[config.mk]
export PLATFORM = sky130hd
export DESIGN_NAME = ps2_host_line_controller_flat
export DESIGN_NICKNAME = d
export VERILOG_FILES = /design/src/sv/ps2hlc_pkg.sv /design/src/sv/ps2hlc_if.sv /design/src/sv/ps2hlc_step.sv /design/src/sv/ps2_host_line_controller.sv /design/src/flat_wrapper.sv
export SDC_FILE = /design/constraint.sdc
export NUM_CORES = 1
export LEC_CHECK = 0
export BUFFER_PORTS_ARGS = -buffer_cell sky130_fd_sc_hd__clkbuf_2
export CAP_MARGIN = 30
export CORE_MARGIN = 2
export CORE_UTILIZATION = 38
export CTS_CLUSTER_SIZE = 20
export DETAILED_ROUTE_END_ITERATION = 12
export SYNTH_ARGS = -nofsm -noshare
export SYNTH_HDL_FRONTEND = slang
export SYNTH_SLANG_ARGS = --single-unit
[constraint.sdc]
create_clock -name clk -period 4.5 [get_ports clk]
set_input_delay 0.9 -clock clk [delete_from_list [all_inputs] [get_ports clk]]
set_output_delay 0.9 -clock clk [all_outputs]
set_load 0.01 [all_outputs]
[src/sv/ps2hlc_pkg.sv]
// shared types and codes for the ps/2 host line controller
// used by the step unit and the top level
// no dependencies

package ps2hlc_pkg;

  // input beat commands
  localparam logic [1:0] CMD_EDGE = 2'd0;
  localparam logic [1:0] CMD_TICK = 2'd1;
  localparam logic [1:0] CMD_SEND = 2'd2;

  // result event codes
  localparam logic [2:0] EV_NONE      = 3'd0;
  localparam logic [2:0] EV_BYTE      = 3'd1;
  localparam logic [2:0] EV_SEND_OK   = 3'd2;
  localparam logic [2:0] EV_SEND_FAIL = 3'd3;
  localparam logic [2:0] EV_BUSY      = 3'd4;
  localparam logic [2:0] EV_ABORT     = 3'd5;

  // line phases
  localparam logic [1:0] PH_RECEIVE = 2'd0;
  localparam logic [1:0] PH_INHIBIT = 2'd1;
  localparam logic [1:0] PH_SEND    = 2'd2;

  // configuration register indexes
  localparam logic [1:0] REG_INHIBIT       = 2'd0;
  localparam logic [1:0] REG_BIT_TIMEOUT   = 2'd1;
  localparam logic [1:0] REG_START_TIMEOUT = 2'd2;
  localparam logic [1:0] REG_MAX_ATTEMPTS  = 2'd3;

  // configuration reset values
  localparam logic [15:0] INHIBIT_RESET       = 16'd300;
  localparam logic [15:0] BIT_TIMEOUT_RESET   = 16'd550;
  localparam logic [15:0] START_TIMEOUT_RESET = 16'd10000;
  localparam logic [3:0]  MAX_ATTEMPTS_RESET  = 4'd5;

  // frame positions
  localparam logic [3:0] POS_PARITY = 4'd9;
  localparam logic [3:0] POS_STOP   = 4'd10;
  localparam logic [3:0] POS_ACK    = 4'd11;

  typedef struct packed {
    logic [15:0] inhibit_ticks;
    logic [15:0] bit_timeout_ticks;
    logic [15:0] start_timeout_ticks;
    logic [3:0]  max_attempts;
  } cfg_t;

  typedef struct packed {
    logic [2:0] event_res;
    logic [7:0] received_value;
    logic       clock_drive_low;
    logic       data_drive_low;
    logic       busy_res;
  } result_t;

endpackage

[src/sv/ps2hlc_if.sv]
// valid/ready channel interfaces for the ps/2 host line controller
// request channel carries line events and send commands, result channel carries events and line drive
// no dependencies

interface ps2hlc_req_if;
  logic       valid;
  logic       ready;
  logic [1:0] command;
  logic       data_line;
  logic [7:0] send_value;

  modport source (output valid, output command, output data_line, output send_value,
                  input ready);
  modport sink (input valid, input command, input data_line, input send_value,
                output ready);
endinterface

interface ps2hlc_rsp_if;
  logic       valid;
  logic       ready;
  logic [2:0] event_res;
  logic [7:0] received_value;
  logic       clock_drive_low;
  logic       data_drive_low;
  logic       busy_res;

  modport source (output valid, output event_res, output received_value,
                  output clock_drive_low, output data_drive_low, output busy_res,
                  input ready);
  modport sink (input valid, input event_res, input received_value,
                input clock_drive_low, input data_drive_low, input busy_res,
                output ready);
endinterface

[src/sv/ps2hlc_step.sv]
// line state and per-beat step logic of the ps/2 host line controller
// holds receive and send framing, countdown and retry count
// depends on ps2hlc_pkg

module ps2hlc_step #(
  parameter int TIMER_WIDTH = 16
) (
  input  logic                clk,
  input  logic                rst,
  input  ps2hlc_pkg::cfg_t    cfg,
  input  logic                step,
  input  logic [1:0]          command,
  input  logic                data_line,
  input  logic [7:0]          send_value,
  output ps2hlc_pkg::result_t result
);
  import ps2hlc_pkg::*;

  localparam int WIDE = (TIMER_WIDTH > 16) ? TIMER_WIDTH : 16;

  logic [1:0]             phase, phase_next;
  logic [3:0]             receive_position, receive_position_next;
  logic [7:0]             receive_shift, receive_shift_next;
  logic [3:0]             send_position, send_position_next;
  logic [7:0]             send_shift, send_shift_next;
  logic [TIMER_WIDTH-1:0] countdown, countdown_next;
  logic                   countdown_active, countdown_active_next;
  logic [3:0]             attempts_done, attempts_done_next;
  logic                   clock_low_reg, clock_low_next;
  logic                   data_low_reg, data_low_next;

  logic [2:0]             ev;
  logic [7:0]             rx;
  logic                   fail;
  logic [3:0]             att_inc;
  logic [TIMER_WIDTH-1:0] load_inhibit, load_bit, load_start;

  // saturate a 16-bit tick count into the countdown width
  function automatic logic [TIMER_WIDTH-1:0] sat_load(input logic [15:0] ticks);
    logic [WIDE-1:0] ticks_w;
    logic [WIDE-1:0] max_w;
    ticks_w = WIDE'(ticks);
    max_w   = WIDE'({TIMER_WIDTH{1'b1}});
    return (ticks_w > max_w) ? TIMER_WIDTH'(max_w) : TIMER_WIDTH'(ticks_w);
  endfunction

  assign load_inhibit = sat_load(cfg.inhibit_ticks);
  assign load_bit     = sat_load(cfg.bit_timeout_ticks);
  assign load_start   = sat_load(cfg.start_timeout_ticks);
  assign att_inc      = attempts_done + 4'd1;

  // next state for one beat
  always_comb begin
    phase_next            = phase;
    receive_position_next = receive_position;
    receive_shift_next    = receive_shift;
    send_position_next    = send_position;
    send_shift_next       = send_shift;
    countdown_next        = countdown;
    countdown_active_next = countdown_active;
    attempts_done_next    = attempts_done;
    clock_low_next        = clock_low_reg;
    data_low_next         = data_low_reg;
    ev                    = EV_NONE;
    rx                    = 8'd0;
    fail                  = 1'b0;

    case (command)
      CMD_EDGE: begin
        if (phase == PH_RECEIVE) begin
          if (receive_position == 4'd0) begin
            // start bit must be low
            if (!data_line) begin
              receive_position_next = 4'd1;
              countdown_next        = load_bit;
              countdown_active_next = 1'b1;
            end
          end else if (receive_position <= 4'd8) begin
            receive_shift_next    = receive_shift |
                                    (8'(data_line) << (receive_position - 4'd1));
            receive_position_next = receive_position + 4'd1;
            countdown_next        = load_bit;
            countdown_active_next = 1'b1;
          end else if (receive_position == POS_PARITY) begin
            receive_position_next = POS_STOP;
            countdown_next        = load_bit;
            countdown_active_next = 1'b1;
          end else begin
            // stop position delivers the byte, anything beyond restarts
            if (receive_position == POS_STOP) begin
              ev = EV_BYTE;
              rx = receive_shift;
            end
            receive_position_next = 4'd0;
            receive_shift_next    = 8'd0;
            countdown_next        = '0;
            countdown_active_next = 1'b0;
          end
        end else if (phase == PH_SEND) begin
          if (send_position >= 4'd1 && send_position <= 4'd8) begin
            data_low_next         = ~send_shift[3'(send_position - 4'd1)];
            send_position_next    = send_position + 4'd1;
            countdown_next        = load_bit;
            countdown_active_next = 1'b1;
          end else if (send_position == POS_PARITY) begin
            // odd parity bit low when the byte has odd weight
            data_low_next         = ^send_shift;
            send_position_next    = POS_STOP;
            countdown_next        = load_bit;
            countdown_active_next = 1'b1;
          end else if (send_position == POS_STOP) begin
            data_low_next         = 1'b0;
            send_position_next    = POS_ACK;
            countdown_next        = load_bit;
            countdown_active_next = 1'b1;
          end else if (send_position == POS_ACK && !data_line) begin
            phase_next            = PH_RECEIVE;
            clock_low_next        = 1'b0;
            data_low_next         = 1'b0;
            countdown_active_next = 1'b0;
            countdown_next        = '0;
            attempts_done_next    = 4'd0;
            send_position_next    = 4'd0;
            receive_position_next = 4'd0;
            receive_shift_next    = 8'd0;
            ev                    = EV_SEND_OK;
          end else begin
            fail = 1'b1;
          end
        end
      end
      CMD_TICK: begin
        if (countdown_active) begin
          if (countdown > TIMER_WIDTH'(1)) begin
            countdown_next = countdown - TIMER_WIDTH'(1);
          end else begin
            countdown_next        = '0;
            countdown_active_next = 1'b0;
            if (phase == PH_RECEIVE) begin
              receive_position_next = 4'd0;
              receive_shift_next    = 8'd0;
              ev                    = EV_ABORT;
            end else if (phase == PH_INHIBIT) begin
              // release clock, drive start bit
              phase_next            = PH_SEND;
              clock_low_next        = 1'b0;
              data_low_next         = 1'b1;
              send_position_next    = 4'd1;
              countdown_next        = load_start;
              countdown_active_next = 1'b1;
            end else begin
              fail = 1'b1;
            end
          end
        end
      end
      CMD_SEND: begin
        if (phase != PH_RECEIVE) begin
          ev = EV_BUSY;
        end else begin
          receive_position_next = 4'd0;
          receive_shift_next    = 8'd0;
          send_shift_next       = send_value;
          attempts_done_next    = 4'd0;
          phase_next            = PH_INHIBIT;
          clock_low_next        = 1'b1;
          data_low_next         = 1'b0;
          send_position_next    = 4'd0;
          countdown_next        = load_inhibit;
          countdown_active_next = 1'b1;
        end
      end
      default: begin
      end
    endcase

    // failed attempt: retry or give up
    if (fail) begin
      if (att_inc >= cfg.max_attempts || att_inc == 4'd0) begin
        phase_next            = PH_RECEIVE;
        clock_low_next        = 1'b0;
        data_low_next         = 1'b0;
        countdown_active_next = 1'b0;
        countdown_next        = '0;
        attempts_done_next    = 4'd0;
        send_position_next    = 4'd0;
        receive_position_next = 4'd0;
        receive_shift_next    = 8'd0;
        ev                    = EV_SEND_FAIL;
      end else begin
        attempts_done_next    = att_inc;
        phase_next            = PH_INHIBIT;
        clock_low_next        = 1'b1;
        data_low_next         = 1'b0;
        send_position_next    = 4'd0;
        countdown_next        = load_inhibit;
        countdown_active_next = 1'b1;
      end
    end
  end

  // result seen after the beat
  always_comb begin
    result.event_res       = ev;
    result.received_value  = rx;
    result.clock_drive_low = clock_low_next;
    result.data_drive_low  = data_low_next;
    result.busy_res        = (phase_next != PH_RECEIVE);
  end

  // state registers
  always_ff @(posedge clk) begin
    if (rst) begin
      phase            <= PH_RECEIVE;
      receive_position <= 4'd0;
      receive_shift    <= 8'd0;
      send_position    <= 4'd0;
      send_shift       <= 8'd0;
      countdown        <= '0;
      countdown_active <= 1'b0;
      attempts_done    <= 4'd0;
      clock_low_reg    <= 1'b0;
      data_low_reg     <= 1'b0;
    end else if (step) begin
      phase            <= phase_next;
      receive_position <= receive_position_next;
      receive_shift    <= receive_shift_next;
      send_position    <= send_position_next;
      send_shift       <= send_shift_next;
      countdown        <= countdown_next;
      countdown_active <= countdown_active_next;
      attempts_done    <= attempts_done_next;
      clock_low_reg    <= clock_low_next;
      data_low_reg     <= data_low_next;
    end
  end

endmodule

[src/sv/ps2_host_line_controller.sv]
// top level of the ps/2 host line controller
// holds the configuration registers and the two-entry result buffer
// depends on ps2hlc_pkg, ps2hlc_if and ps2hlc_step
//
//   channel  direction  payload                                    beats
//   req      sink       command, data_line, send_value             one per item
//   rsp      source     event_res, received_value, line drive, busy one per item
//   cfg      write      cfg_we, cfg_index, cfg_data                one per register
//
// each request beat is folded into the line state in the cycle it is accepted and its
// result is registered in the result register or the skid entry; one beat per cycle
// while req ready is high. the result register plus a skid entry keeps req ready
// through a single rsp stall; req ready drops only while the skid entry is full.
// synchronous reset clears line state and loads the default timings.

module ps2_host_line_controller #(
  parameter int TIMER_WIDTH = 16
) (
  input  logic        clk,
  input  logic        rst,
  ps2hlc_req_if.sink  req,
  ps2hlc_rsp_if.source rsp,
  input  logic        cfg_we,
  input  logic [1:0]  cfg_index,
  input  logic [15:0] cfg_data
);
  import ps2hlc_pkg::*;

  cfg_t    cfg;
  result_t step_result;
  result_t out_data, skid_data;
  logic    out_valid, skid_valid;
  logic    accept, pop;

  assign req.ready = ~skid_valid;
  assign accept    = req.valid & req.ready;
  assign pop       = out_valid & rsp.ready;

  // configuration registers
  always_ff @(posedge clk) begin
    if (rst) begin
      cfg.inhibit_ticks       <= INHIBIT_RESET;
      cfg.bit_timeout_ticks   <= BIT_TIMEOUT_RESET;
      cfg.start_timeout_ticks <= START_TIMEOUT_RESET;
      cfg.max_attempts        <= MAX_ATTEMPTS_RESET;
    end else if (cfg_we) begin
      case (cfg_index)
        REG_INHIBIT:       cfg.inhibit_ticks       <= cfg_data;
        REG_BIT_TIMEOUT:   cfg.bit_timeout_ticks   <= cfg_data;
        REG_START_TIMEOUT: cfg.start_timeout_ticks <= cfg_data;
        REG_MAX_ATTEMPTS:  cfg.max_attempts        <= cfg_data[3:0];
        default: begin
        end
      endcase
    end
  end

  ps2hlc_step #(
    .TIMER_WIDTH (TIMER_WIDTH)
  ) u_step (
    .clk        (clk),
    .rst        (rst),
    .cfg        (cfg),
    .step       (accept),
    .command    (req.command),
    .data_line  (req.data_line),
    .send_value (req.send_value),
    .result     (step_result)
  );

  // result register with skid entry
  always_ff @(posedge clk) begin
    if (rst) begin
      out_valid  <= 1'b0;
      skid_valid <= 1'b0;
    end else if (skid_valid) begin
      if (pop) begin
        out_valid  <= 1'b1;
        skid_valid <= 1'b0;
      end
    end else if (accept) begin
      if (!out_valid || pop) begin
        out_valid <= 1'b1;
      end else begin
        skid_valid <= 1'b1;
      end
    end else if (pop) begin
      out_valid <= 1'b0;
    end
  end

  // payload, no reset
  always_ff @(posedge clk) begin
    if (skid_valid) begin
      if (pop) begin
        out_data <= skid_data;
      end
    end else if (accept) begin
      if (!out_valid || pop) begin
        out_data <= step_result;
      end else begin
        skid_data <= step_result;
      end
    end
  end

  assign rsp.valid           = out_valid;
  assign rsp.event_res       = out_data.event_res;
  assign rsp.received_value  = out_data.received_value;
  assign rsp.clock_drive_low = out_data.clock_drive_low;
  assign rsp.data_drive_low  = out_data.data_drive_low;
  assign rsp.busy_res        = out_data.busy_res;

endmodule
[src/flat_wrapper.sv]
// flat-port wrapper written by rule: the top's interface ports become plain ports
module ps2_host_line_controller_flat import ps2hlc_pkg::*;
#(
  parameter int TIMER_WIDTH = 16
)
  (clk, rst, cfg_we, cfg_index, cfg_data, req_valid, req_command, req_data_line, req_send_value, req_ready, rsp_valid, rsp_event_res, rsp_received_value, rsp_clock_drive_low, rsp_data_drive_low, rsp_busy_res, rsp_ready);
  ps2hlc_req_if req_i ();
  ps2hlc_rsp_if rsp_i ();
  input  logic clk;
  input  logic rst;
  input  logic cfg_we;
  input  logic [1:0] cfg_index;
  input  logic [15:0] cfg_data;
  input wire logic [$bits(req_i.valid)-1:0] req_valid;
  input wire logic [$bits(req_i.command)-1:0] req_command;
  input wire logic [$bits(req_i.data_line)-1:0] req_data_line;
  input wire logic [$bits(req_i.send_value)-1:0] req_send_value;
  output wire logic [$bits(req_i.ready)-1:0] req_ready;
  output wire logic [$bits(rsp_i.valid)-1:0] rsp_valid;
  output wire logic [$bits(rsp_i.event_res)-1:0] rsp_event_res;
  output wire logic [$bits(rsp_i.received_value)-1:0] rsp_received_value;
  output wire logic [$bits(rsp_i.clock_drive_low)-1:0] rsp_clock_drive_low;
  output wire logic [$bits(rsp_i.data_drive_low)-1:0] rsp_data_drive_low;
  output wire logic [$bits(rsp_i.busy_res)-1:0] rsp_busy_res;
  input wire logic [$bits(rsp_i.ready)-1:0] rsp_ready;
  assign req_i.valid = req_valid;
  assign req_i.command = req_command;
  assign req_i.data_line = req_data_line;
  assign req_i.send_value = req_send_value;
  assign req_ready = req_i.ready;
  assign rsp_valid = rsp_i.valid;
  assign rsp_event_res = rsp_i.event_res;
  assign rsp_received_value = rsp_i.received_value;
  assign rsp_clock_drive_low = rsp_i.clock_drive_low;
  assign rsp_data_drive_low = rsp_i.data_drive_low;
  assign rsp_busy_res = rsp_i.busy_res;
  assign rsp_i.ready = rsp_ready;
  ps2_host_line_controller #(.TIMER_WIDTH(TIMER_WIDTH)) u_core (.clk(clk), .rst(rst), .req(req_i), .rsp(rsp_i), .cfg_we(cfg_we), .cfg_index(cfg_index), .cfg_data(cfg_data));
endmodule
==> results.toml <==
[synth]
synth_top_area_cell = "dfxtp_1"
synth_compound_area_frac = 0.238
synth_top_family_by_area = "compound AO/OA/AOI/OAI gates"
synth_area_leaders = "dfxtp_1 28%, edfxtp_1 12%, nand2_1 7.6%"
async_flop_share = 0
yosysSeqAreaShare = 0.398
synthDistinctLibCells = 84
synth_xor_area_frac = 0.0240
synth_top_area_share = 0.283
synth-simple-area-share = 0.210
synthFlopType = "dfxtp_1"
syn_avg_cell_area_um2 = 8.60
yosys_warnings = 0
synthCells = 847
syn_nets = 902
synth_area_um2 = 7280
synth-edff-count = 28
synth_mux_area_frac = 0.0474
synth-seq-cells = 131
synth_fa_ha_area_frac = 0.0388

[global_route]
grt_max_degree = 53
first_global_vias = 6101
antenna_found_initial = 0
grt.total_usage = 0.206
grt_pass1_wl_um = 33100
grt-ovfl-total = 0

[timing]
period_minus_slack_ns = 3.84
drv_slew = 0
worst_slew_pin_slew_ns = 1.05
slew_headroom = 0.294
setup_tns_ns = 0
min_period_over_period = 0.853
hold_violations = 0
clock.fmax_mhz = 261
finalSetupViolations = 0
rsz0062_at_grt = "no"
skew_ns = 0.0164

[floorplanning]
die_y_um = 142
row_count = 50
ioPinCount = 50
dieArea_um2 = 20300
dieWidth_um = 142
start_util = 0.388
coreArea_um2 = 18800

[hold_path]
min_to = "u_core.cfg[9]"
hold_path.class = "reg -> reg"
min_from = "u_core.cfg[9]"
whs_path_depth = 2

[layout]
diodes = 0
largest_reg_flops = 52
fin_area_um2 = 8290
area_delta_synth_final_pct = 13.7
drive_gt1_frac = 0.155
layout_common_cells = "147 x nand2_1, 103 x dfxtp_1, 76 x a21oi_1"
reg_top3 = "u_core.cfg x52, u_core.u_step.countdown x16, u_core.skid_data x14"
finish.utilization = 0.441
layout.cells.non_filler = 1123
largest-register = "u_core.cfg"
final_common_cell = "nand2_1"
nets = 931

[pwr]
p_sw_mw = 1.02
p_sw_frac = 0.317
power_mw = 3.22
clockPowerShare = 0.417
ir_worst_vdd_mv = 0.265
p_per_area_nw_per_um2 = 389
power.combinational.fraction = 0.174
p_leak_nw = 3.14
p_int_mw = 2.20
p_seq_frac = 0.410

[critical_path]
end_kind = "flop"
crit_buf_inv = 2
crit_arrival_ns = 4.18
cpLargestDelayFamily = "simple AND/OR/NAND/NOR gates"
slowest_delay_ns = 0.81
required_ns = 4.84
worstSetupPathType = "reg -> reg"
reg2reg_to = "u_core.u_step.countdown[15]"
cp-start-kind = "flop"
cp_slowest_cell = "or2_0"
reg2reg_from = "u_core.u_step.send_position[0]"
r2r_slack_ns = 0.66
crit_chain = "inv_1 > ha_1 > nor4b_2 > a311oi_1 > or2_0 > nand2_1 > buf_4 > or3_1 > a311oi_1"
r2r.worst_path.cells = 9
crit_fanout = 15
cp-startpoint = "u_core.u_step.send_position[0]"
cpMostUsedCell = "a311oi_1"

[routing]
dr.first_iter.drc_count = 565
routed_wl_um = 20300
dr_total_vias = 6536
vias_per_cell = 5.82
drc = 0
wl_per_cell_um = 18.1
drtPass1Iterations = 6
ant_nets = 0

[clock_tree]
cts-htree-levels = 4
path_clk_slew_ns = 0.07
cts_tree = "built"
postCtsSetupBuffers = 0
insertion_delay_ns = 0.44
clockRootBuffer = "clkbuf_16"
postCtsHoldBufs = 0
clkSinkCount = 131
clk_path_buf_depth = 2
cts_resized = 0
cts_buffers = 17

[placement]
hpwl_um = 14000
place_area_um2 = 7720
io_buffers = 49
gp_congestion = 0.907
dpl.cell_count = 1091

[flow_run]
drv_cap = 0

[run_status]
outcome = "finished clean"
metal layers:
layer,global-route usage,vias to the layer above,part of all wire
met2,0.312,241,0.44
li1,-,3208,-
met1,0.296,3062,0.49
met5,0,-,0
met4,0.0615,0,0.014
met3,0.0394,25,0.059
worst reg2reg max path, stage by stage, from the launching register on:
cell,delay [ns]
dfxtp_1,0.50
inv_1,0.14
ha_1,0.26
nor4b_2,0.19
a311oi_1,0.44
or2_0,0.81
nand2_1,0.47
buf_4,0.32
or3_1,0.38
a311oi_1,0.25
Yosys cell counts (12+ instances only):
| library cell | number |
|---|---|
| a21oi_1 | 76 |
| a311oi_1 | 15 |
| a31oi_1 | 13 |
| and2_1 | 12 |
| clkbuf_1 | 42 |
| dfxtp_1 | 103 |
| edfxtp_1 | 28 |
| ha_1 | 21 |
| inv_1 | 25 |
| mux2_2 | 16 |
| mux2i_1 | 12 |
| nand2_1 | 147 |
| nand3_1 | 30 |
| nor2_1 | 42 |
| nor3_1 | 18 |
| o21ai_0 | 26 |
| xnor2_1 | 14 |
power by group through the flow:
| stage | clock [mW] | combinational [mW] | sequential (mW) |
|---|---|---|---|
| after detailed placement | 0 | 0.551 | 1.34 |
| final | 1.34 | 0.560 | 1.32 |
| after floorplan | 0 | 0.404 | 1.33 |
| after CTS | 1.37 | 0.555 | 1.32 |
| after global routing | 1.42 | 0.615 | 1.33 |
| after global placement | 0 | 0.553 | 1.34 |
worst max-delay path by stage:
stage,end,depth (start not counted)
after floorplan,u_core.rsp.busy_res,10
final,u_core.u_step.countdown[15],9
after global routing,u_core.u_step.countdown[15],9
after global placement,u_core.u_step.countdown[15],8
after CTS,u_core.u_step.countdown[15],9
after detailed placement,u_core.u_step.countdown[15],8
layout make-up:
class,instances,area [µm²]
Clock buffer,17,425
Clock inverter,15,144
Fill cell,1877,10500
Inverter,25,93.8
Multi-Input combinational cell,638,4080
Sequential cell,131,2900
Tap cell,234,293
Timing Repair Buffer,63,350
metrics by stage:
step                hold slack, ns  setup WS [ns]
finish                       0.460          0.662
global route                 0.478          0.360
CTS                          0.464          0.723
detailed placement           0.452          0.558
global placement             0.446          0.610
floorplan                    0.432           1.52
kinds of logic (layout without fill, tap and decap cells):
logic type                 after synthesis  after routing
AOI/OAI and AO/OA                      248            248
xor gates and xnor gates                20             20
and+or+nand+nor                        317            317
DFF                                    131            131
muxes                                   30             30
buffers and inverters                   78            120
adders and majority gates               23             23
Power figures use the tool's default switching activity.
